$ cat src/sv/sha1bsh_pkg.sv
// ----------------------------------------------------------------------------
// sha1bsh_pkg
// Shared types and constants of the byte stream SHA-1 hasher.
// ----------------------------------------------------------------------------
package sha1bsh_pkg;

    localparam int ROUND_COUNT = 80;
    localparam int PHASE_LEN   = 20;
    localparam int RND_W       = $clog2(ROUND_COUNT);

    localparam logic KIND_DATA   = 1'b0;
    localparam logic KIND_FINISH = 1'b1;

    localparam logic [7:0] PAD_MARKER = 8'h80;

    localparam logic [4:0][31:0] H_INIT = {
        32'hC3D2E1F0, 32'h10325476, 32'h98BADCFE, 32'hEFCDAB89, 32'h67452301
    };

    localparam logic [31:0] K_PH0 = 32'h5A827999;
    localparam logic [31:0] K_PH1 = 32'h6ED9EBA1;
    localparam logic [31:0] K_PH2 = 32'h8F1BBCDC;
    localparam logic [31:0] K_PH3 = 32'hCA62C1D6;

    typedef enum logic [2:0] {
        ST_IDLE,
        ST_PAD_MARK,
        ST_PAD_ZERO,
        ST_PAD_LEN,
        ST_ROUND,
        ST_UPDATE,
        ST_OUT
    } state_t;

    typedef struct packed {
        logic             absorb;
        logic [7:0]       byte_val;
        logic             start;
        logic             step;
        logic [RND_W-1:0] rnd;
    } core_ctl_t;

endpackage

$ cat src/sv/sha1_byte_stream_hasher_unit.sv
// ----------------------------------------------------------------------------
// sha1_byte_stream_hasher_unit
// SHA-1 hasher taking one message byte per input word.
// ----------------------------------------------------------------------------
// Input: s_tdata carries a message byte, s_tuser selects data (0) or finish
// (1). Each data word is absorbed into the block; the word completing a 64-byte
// block starts the compression, which holds s_tready low through the 80
// rounds on the single round unit and the chaining update.
// A finish word pads the message one byte per cycle while no compression
// runs (0x80, zeros, 64-bit length), running one or two compressions as
// blocks fill, then presents the five digest words on m_tdata, word 0
// first, m_tlast on word 4.
// The round unit bounds the input rate: no message byte is taken while a
// block is being compressed.
// While digest words are shown s_tready is low; a stalled m_tready simply
// holds the current word. After word 4 is taken the hasher returns to its
// initial chaining values with a zero byte count, ready for a new message.
// Reset (aresetn low, synchronous) does the same and drops m_tvalid.
// ----------------------------------------------------------------------------
module sha1_byte_stream_hasher_unit (
    input  logic        aclk,
    input  logic        aresetn,
    input  logic        s_tvalid,
    output logic        s_tready,
    input  logic [7:0]  s_tdata,   // [7:0] data_byte
    input  logic        s_tuser,   // [0] kind
    output logic        m_tvalid,
    input  logic        m_tready,
    output logic [39:0] m_tdata,   // [31:0] digest_word, [34:32] word_index, rest zero
    output logic        m_tlast
);
    import sha1bsh_pkg::*;

    localparam logic [5:0]       LAST_POS = 6'd63;
    localparam logic [5:0]       LEN_POS  = 6'd56;
    localparam logic [2:0]       LAST_IDX = 3'd4;
    localparam logic [RND_W-1:0] LAST_RND = RND_W'(ROUND_COUNT - 1);

    state_t           state_reg, state_next;
    state_t           ret_reg, ret_next;
    logic [60:0]      count_reg, count_next;
    logic [63:0]      len_reg, len_next;
    logic [RND_W-1:0] rnd_reg, rnd_next;
    logic [2:0]       idx_reg, idx_next;
    logic [4:0][31:0] chain_reg, chain_next;
    logic [4:0][31:0] work;
    logic [31:0]      w_cur;
    logic [5:0]       pos;
    core_ctl_t        ctl;

    assign pos = count_reg[5:0];

    always_ff @(posedge aclk) begin
        if (!aresetn) begin
            state_reg <= ST_IDLE;
            ret_reg   <= ST_IDLE;
            count_reg <= '0;
            rnd_reg   <= '0;
            idx_reg   <= '0;
            chain_reg <= H_INIT;
        end else begin
            state_reg <= state_next;
            ret_reg   <= ret_next;
            count_reg <= count_next;
            rnd_reg   <= rnd_next;
            idx_reg   <= idx_next;
            chain_reg <= chain_next;
        end
    end

    always_ff @(posedge aclk) begin
        len_reg <= len_next;
    end

    always_comb begin
        state_next   = state_reg;
        ret_next     = ret_reg;
        len_next     = len_reg;
        rnd_next     = rnd_reg;
        idx_next     = idx_reg;
        chain_next   = chain_reg;
        ctl.absorb   = 1'b0;
        ctl.byte_val = '0;
        ctl.start    = 1'b0;
        ctl.step     = 1'b0;
        ctl.rnd      = rnd_reg;
        s_tready     = 1'b0;
        m_tvalid     = 1'b0;

        unique case (state_reg)
            ST_IDLE: begin
                s_tready = 1'b1;
                if (s_tvalid) begin
                    if (s_tuser == KIND_FINISH) begin
                        len_next   = {count_reg, 3'b000};
                        state_next = ST_PAD_MARK;
                    end else begin
                        ctl.absorb   = 1'b1;
                        ctl.byte_val = s_tdata;
                        ret_next     = ST_IDLE;
                    end
                end
            end
            ST_PAD_MARK: begin
                ctl.absorb   = 1'b1;
                ctl.byte_val = PAD_MARKER;
                ret_next     = ST_PAD_ZERO;
                state_next   = ST_PAD_ZERO;
            end
            ST_PAD_ZERO: begin
                if (pos == LEN_POS) begin
                    state_next = ST_PAD_LEN;
                end else begin
                    ctl.absorb = 1'b1;
                    ret_next   = ST_PAD_ZERO;
                end
            end
            ST_PAD_LEN: begin
                ctl.absorb   = 1'b1;
                ctl.byte_val = len_reg[63:56];
                len_next     = {len_reg[55:0], 8'h00};
                ret_next     = ST_OUT;
            end
            ST_ROUND: begin
                ctl.step = 1'b1;
                rnd_next = rnd_reg + 1'b1;
                if (rnd_reg == LAST_RND) begin
                    state_next = ST_UPDATE;
                end
            end
            ST_UPDATE: begin
                for (int i = 0; i < 5; i++) begin
                    chain_next[i] = chain_reg[i] + work[i];
                end
                state_next = ret_reg;
            end
            ST_OUT: begin
                m_tvalid = 1'b1;
                if (m_tready) begin
                    if (idx_reg == LAST_IDX) begin
                        idx_next   = '0;
                        chain_next = H_INIT;
                        state_next = ST_IDLE;
                    end else begin
                        idx_next = idx_reg + 1'b1;
                    end
                end
            end
            default: begin
                state_next = ST_IDLE;
            end
        endcase

        if (ctl.absorb && pos == LAST_POS) begin
            ctl.start  = 1'b1;
            rnd_next   = '0;
            state_next = ST_ROUND;
        end
    end

    always_comb begin
        count_next = count_reg;
        if (ctl.absorb) begin
            count_next = count_reg + 61'd1;
        end
        if (state_reg == ST_OUT && m_tready && idx_reg == LAST_IDX) begin
            count_next = '0;
        end
    end

    sha1bsh_sched u_sched (
        .aclk  (aclk),
        .ctl   (ctl),
        .w_out (w_cur)
    );

    sha1bsh_round u_round (
        .aclk  (aclk),
        .ctl   (ctl),
        .chain (chain_reg),
        .w_in  (w_cur),
        .work  (work)
    );

    assign m_tdata = {5'b00000, idx_reg, chain_reg[idx_reg]};
    assign m_tlast = (idx_reg == LAST_IDX);

endmodule

$ cat src/sv/sha1bsh_sched.sv
// ----------------------------------------------------------------------------
// sha1bsh_sched
// Block buffer and message schedule: bytes shift in big-endian, then the
// 16-word window slides one word per round, producing W[r] at its head.
// ----------------------------------------------------------------------------
module sha1bsh_sched (
    input  logic                   aclk,
    input  sha1bsh_pkg::core_ctl_t ctl,
    output logic [31:0]            w_out
);
    import sha1bsh_pkg::*;

    logic [15:0][31:0] win_reg;
    logic [15:0][31:0] win_next;
    logic [31:0]       mix;

    // win_reg[15] holds W[r], win_reg[13] W[r+2], win_reg[7] W[r+8], win_reg[2] W[r+13]
    always_comb begin
        mix      = win_reg[15] ^ win_reg[13] ^ win_reg[7] ^ win_reg[2];
        win_next = win_reg;
        if (ctl.absorb) begin
            win_next = {win_reg[15][23:0], win_reg[14:0], ctl.byte_val};
        end else if (ctl.step) begin
            win_next = {win_reg[14:0], mix[30:0], mix[31]};
        end
    end

    always_ff @(posedge aclk) begin
        win_reg <= win_next;
    end

    assign w_out = win_reg[15];

endmodule

$ cat src/sv/sha1bsh_round.sv
// ----------------------------------------------------------------------------
// sha1bsh_round
// Shared SHA-1 round unit: working variables a..e, one round per step.
// ----------------------------------------------------------------------------
module sha1bsh_round (
    input  logic                   aclk,
    input  sha1bsh_pkg::core_ctl_t ctl,
    input  logic [4:0][31:0]       chain,
    input  logic [31:0]            w_in,
    output logic [4:0][31:0]       work
);
    import sha1bsh_pkg::*;

    logic [4:0][31:0] work_reg;
    logic [4:0][31:0] work_next;
    logic [31:0]      a, b, c, d, e;
    logic [31:0]      f_val;
    logic [31:0]      k_val;
    logic [31:0]      t_val;

    always_comb begin
        a = work_reg[0];
        b = work_reg[1];
        c = work_reg[2];
        d = work_reg[3];
        e = work_reg[4];
        priority if (ctl.rnd < RND_W'(PHASE_LEN)) begin
            f_val = (b & c) | (~b & d);
            k_val = K_PH0;
        end else if (ctl.rnd < RND_W'(2 * PHASE_LEN)) begin
            f_val = b ^ c ^ d;
            k_val = K_PH1;
        end else if (ctl.rnd < RND_W'(3 * PHASE_LEN)) begin
            f_val = (b & c) | (b & d) | (c & d);
            k_val = K_PH2;
        end else begin
            f_val = b ^ c ^ d;
            k_val = K_PH3;
        end
        t_val = {a[26:0], a[31:27]} + f_val + e + k_val + w_in;

        work_next = work_reg;
        if (ctl.start) begin
            work_next = chain;
        end else if (ctl.step) begin
            work_next[0] = t_val;
            work_next[1] = a;
            work_next[2] = {b[1:0], b[31:2]};
            work_next[3] = c;
            work_next[4] = d;
        end
    end

    always_ff @(posedge aclk) begin
        work_reg <= work_next;
    end

    assign work = work_reg;

endmodule
$ cat config.mk
export PLATFORM = sky130hd
export DESIGN_NAME = sha1_byte_stream_hasher_unit
export DESIGN_NICKNAME = d
export VERILOG_FILES = /design/src/sv/sha1bsh_pkg.sv /design/src/sv/sha1_byte_stream_hasher_unit.sv /design/src/sv/sha1bsh_sched.sv /design/src/sv/sha1bsh_round.sv
export SDC_FILE = /design/constraint.sdc
export NUM_CORES = 2
export LEC_CHECK = 0
export BUFFER_PORTS_ARGS = -buffer_cell sky130_fd_sc_hd__buf_4
export CAP_MARGIN = 10
export CORE_ASPECT_RATIO = 1.25
export CORE_MARGIN = 4
export CORE_UTILIZATION = 55
export CTS_CLUSTER_SIZE = 10
export DETAILED_ROUTE_END_ITERATION = 12
export GPL_TIMING_DRIVEN = 0
export PLACE_DENSITY = 0.69
export SKIP_CTS_REPAIR_TIMING = 1
export SYNTH_ARGS = -nofsm -noshare
export SYNTH_HDL_FRONTEND = slang
export SYNTH_SLANG_ARGS = --single-unit
export TNS_END_PERCENT = 100
$ cat constraint.sdc
create_clock -name aclk -period 78.2 [get_ports aclk]
set_clock_uncertainty 0.1 [all_clocks]
set_input_delay 15.64 -clock aclk [delete_from_list [all_inputs] [get_ports aclk]]
set_output_delay 15.64 -clock aclk [all_outputs]
set_load 0.05 [all_outputs]
; After elaboration in Yosys (flattened, before gate mapping)
; Index checks and enable logic that the tools add are counted.
[classes]
mux = 40
bitwise_logic = 15
n_lt_le_gt_ge = 4
add_sub_neg = 12
n_reduce_logical = 18
eq_ne = 25
[op_table]
columns = cell, n
row1 = two-way mux 512 bit, 2
row2 = two-way mux 160 bit, 4
row3 = one-hot mux 160 bit (2 select lines), 1
row4 = adder 32 bit, 9
row5 = two-way mux 32 bit, 6
row6 = bitwise XOR 32 bit, 5
row7 = bitwise AND 32 bit, 4
row8 = two-way mux 64 bit, 2
row9 = one-hot mux 64 bit (2 select lines), 1
row10 = binary-select mux 32 bit (select 3 bit), 1
row11 = bitwise OR 32 bit, 3
row12 = "adder 61 x 1 -> 61 bit, second input constant", 1
row13 = two-way mux 3 bit, 11
row14 = NOT 32 bit, 1
row15 = two-way mux 31 bit, 1
row16 = one-hot mux 8 bit (3 select lines), 1
row17 = one-hot mux 3 bit (7 select lines), 1
row18 = two-way mux 9 bit, 2
row19 = "inequality test 2 bit, second input constant", 9
row20 = "inequality test 3 bit, second input constant", 6
row21 = "< comparator 7 x 6 -> 1 bit, second input constant", 2
row22 = AND reduction 7 bit, 2
row23 = "equality test 3 bit, second input constant", 4
row24 = "equality test 6 bit, second input constant", 2
row25 = other kinds (19), 33
[totals]
ff_bits = 973
word_cells = 147
output_inout_bits = 43

; Depth between registers and ports, before layout
[logic_depth]
depth_word = 12
mapped_depth = 27

; Cells and area by module
; Synthesis repeated with hierarchy kept, for this count alone.
[unflattened]
cells_unflattened = 4706
area_unflattened_um2 = 55369.4
[by_module_without_submodules]
columns = module, area_each_um2, seq_area_each_um2, n_inst, cells_per_inst
row1 = sha1bsh_sched, 23251.0, 15374.7, 1, 1246
row2 = sha1_byte_stream_hasher_unit, 19814.0, 6556.3, 1, 2412
row3 = sha1bsh_round, 12304.3, 4804.6, 1, 1048

; Worst setup path before layout
; Ideal clock, no wire load.
[synth_path]
path_type = input -> register
startpoint = input s_tuser
endpoint = register u_sched.win_reg, in the netlist u_sched.w_out[0] (enable)
slack_ns = 36.917
path_buffers = 0
t_arrival_ns = 39.616
setup_time_ns = 1.567
path_stages = 4
path_cell_list = nand2b_1 mux2i_1 nor2_1 o22ai_1
[synth_between]
elab_chain_len = 4
[synth_rtl]
columns = element, line_no
row1 = start: declaration, sha1_byte_stream_hasher_unit.sv:26  ; input logic s_tuser,
row2 = two-way mux 9 bit, sha1_byte_stream_hasher_unit.sv:94  ; if (s_tuser == KIND_FINISH) begin
row3 = two-way mux 9 bit, sha1_byte_stream_hasher_unit.sv:93  ; if (s_tvalid) begin
row4 = one-hot mux 1 bit (3 select lines), sha1_byte_stream_hasher_unit.sv:90  ; unique case (state_reg)
row5 = nonzero test 2 bit (no line), n/a
row6 = end signal: assignment, sha1bsh_sched.sv:29  ; win_reg <= win_next;
row7 = end: declaration, sha1bsh_sched.sv:13  ; logic [15:0][31:0] win_reg;
; No other way between the ends.
; A chain may end at the register's enable or synchronous reset.

; Worst setup path after layout
[layout_path]
startpoint = register idx_reg[0]
endpoint = output m_tdata[23]
[layout_between]
elab_chain_len = 2
[layout_rtl]
columns = element, line_no
row1 = start: declaration, sha1_byte_stream_hasher_unit.sv:44  ; logic [2:0] idx_reg, idx_next;
row2 = start signal: assignment, sha1_byte_stream_hasher_unit.sv:66  ; idx_reg <= idx_next;
row3 = binary-select mux 32 bit (select 3 bit), sha1_byte_stream_hasher_unit.sv:185  ; assign m_tdata = {5'b00000, idx_reg, chain_reg[idx_reg]};
row4 = two-way mux 32 bit (not written as such), sha1_byte_stream_hasher_unit.sv:185
row5 = end: declaration, sha1_byte_stream_hasher_unit.sv:29  ; output logic [39:0] m_tdata,
; No other way between the ends. The select of a mux whose other input is x is not followed.

==> results by group <==
Run status
  • Status: finished, final reports clean

Place
  • Post-place setup slack: 59060 ps
  • Final Wtd Congestion: just under 1
  • Post-DP HPWL: approximately 130000 um
  • I/O Buffers: just under 50

Logic synthesis
  • Post-Syn Area: ~0.054 sq mm
  • Syn_area_per_cell: 11.1 sq um
  • Register area share after synthesis: 0.493
  • Seq cells post-synth: about 970
  • Synth top area cells: edfxtp_1, mux2_2, dfxtp_1
  • Number of enable-type register cells in the synthesized netlist: approximately 730
  • Total number of yosys warnings: 0
  • Synth Flop Type: edfxtp_1
  • Synth Instances: between 4000 and 5000
  • Library cells used by synthesis: 96
  • Post-synth top area cell: edfxtp_1
  • Async SR Flop Fraction: 0
  • Synth top area share: 0.406

Critical path
  • Kind of critical path: flop to primary output
  • WP data required: 62460 ps
  • Reg2reg start: rnd_reg[3]
  • Worst Setup Start Kind: flop
  • Worst Setup End Kind: primary output
  • Critical path arrival: around 3800 ps
  • Setup crit start: idx_reg[0]
  • Max FO, Critical Path: 10

GRT
  • Overflow after GRT: 0
  • Largest net degree at the start of global routing: 31
  • Global-route wire length before repair: 241000 um
  • Initial antenna violation count: 1
  • Gr usage total: 0.311
  • Via count of the first global-routing pass: 38473

CTS
  • Clock slew at the register clock pins of the worst setup and hold paths: ~60 ps
  • H-tree depth: 3
  • Clk Latency, worst-skew pair: ~720 ps
  • CTS Sinks: 969
  • CTS buffer count: between 100 and 150
  • Clock buffer depth: 3
  • Clock Tree Root: clkbuf_16
  • CTS tree: yes

STA
  • Period utilization: 0.249
  • Worst slew pin tran: 1390 ps
  • Final setup margin: around 59000 ps
  • F_max: 0.0513 GHz
  • Final Hold Vio Count: 0
  • Final Max Tran Viols: 0
  • RSZ-0062 raised after global routing: false
  • Post-route minimum period: approximately 20000 ps
  • Slew Limit Headroom: 0.0711
  • # setup viols final: 0
  • Post-Route Setup TNS: 0 ps

Final layout
  • Fraction of layout cells with a size suffix above 1: 0.150
  • Final design utilization: 0.614
  • Sequential Area: roughly 0.027 sq mm
  • Syn-to-layout area delta: 10.6%
  • Filler cells: roughly 8000
  • Nets: around 5400
  • # diodes: 0
  • Commonest non-fill, non-tap cell in the layout: nand2_1
  • Max reg flops: between 400 and 500
  • Multi-input logic area: 0.0258 sq mm
  • Most frequent cells in the layout: nand2_1, edfxtp_1, mux2_2

Floorplan
  • Ports: 56
  • Die X: approximately 290 um
  • Rows: roughly 130
  • Die ar.: 0.104 sq mm
  • Starting density of the core: 0.556
  • Core area: a little under 0.1 sq mm
  • Die height: about 360 um

Routing
  • Drt drc: 0
  • Pre-Repair DR Iteration Count: 5
  • Vias: 38564
  • Detailed Route WL: roughly 160000 um
  • Drt wl/cell: ~25 um
  • Initial DRC count: roughly 3500
  • Routed Antenna Nets: 0
  • Detail-routed via count per cell: about 6

Flow run
  • Max Cap Viol: 0

Pwr
  • Leakage: about 23 nW
  • Max VDD drop: between 20 and 30 uV
  • PwrDens: a little under 40 mW/mm^2

Worst hold path
  • Hold_sp: count_reg[26]
  • HP Class: flop to flop
## cell usage after synthesis, types with 32 or more instances
master,n
a21o_1,98
a21oi_1,216
a22oi_1,49
and3_1,34
clkbuf_1,181
dfxtp_1,236
edfxtp_1,733
fa_1,119
ha_1,204
inv_1,259
mux2_2,481
mux2i_1,43
mux4_2,32
nand2_1,790
nand3_1,68
nor2_1,289
o21ai_0,236
o22ai_1,45
xnor2_1,192
xor2_1,105
## final timing paths
| kind | end | slack [ps] | depth (start not counted) |
|---|---|---|---|
| setup / recovery | m_tdata[23] | 58690 | 6 |
| hold / removal | count_reg[26] | 390 | 2 |
| setup reg to reg | u_round.a[31] | 69450 | 23 |
| hold reg to reg | count_reg[26] | 390 | 2 |
## area by class of cell
type                    instances  area share
repair buffers                 78      0.0163
clock buffers                 155      0.0488
multi-input cells            3451       0.430
clock inverters                 7     0.00236
inverters                     261      0.0163
well taps                    1300      0.0271
plain buffers                 207      0.0133
flip-flops and latches        969       0.446
## worst max-delay path: stages, from the launching register on
cell	delay [ps]
dfxtp_1	360
clkbuf_1	770
buf_1	700
mux4_2	400
inv_1	40
o21ai_0	460
buf_4	310
## power breakdown
group          internal, mW  switching (mW)  total [mW]  leakage (nW)
logic                 0.425           0.463       0.888          12.7
clock network         0.257           0.207       0.464          1.47
registers             0.841           0.132       0.974          8.93
## cell families (layout without fill, tap and decap cells)
family | after synthesis | after routing | share of synthesized area
xor+xnor | 297 | 297 | 0.0479
buf+inv | 468 | 708 | 0.0328
fa+ha+maj | 323 | 323 | 0.0909
flops | 969 | 969 | 0.493
simple gates | 1376 | 1376 | 0.109
mux | 556 | 556 | 0.121
other cells | 1 | 5 | 0.0000691
compound gates | 894 | 894 | 0.106
## per-stage QoR
stage | cell area (sq um) | cells | hold slack, ps | total power [mW]
floorplan | 54300 | 4888 | 343 | 1.71
global placement | 56300 | 6237 | 368 | 2.01
detailed placement | 56900 | 6266 | 373 | 1.86
CTS | 60000 | 6428 | 391 | 2.33
global route | 60000 | 6428 | 419 | 2.44
finish | 60000 | 6428 | 386 | 2.33
## routing by layer
metal,wire length [um],global-route usage
met3,10200,0.0405
met1,60500,0.367
met4,12800,0.206
met5,13,0
met2,80200,0.531
Note: power is estimated with default switching activity, not from simulation.
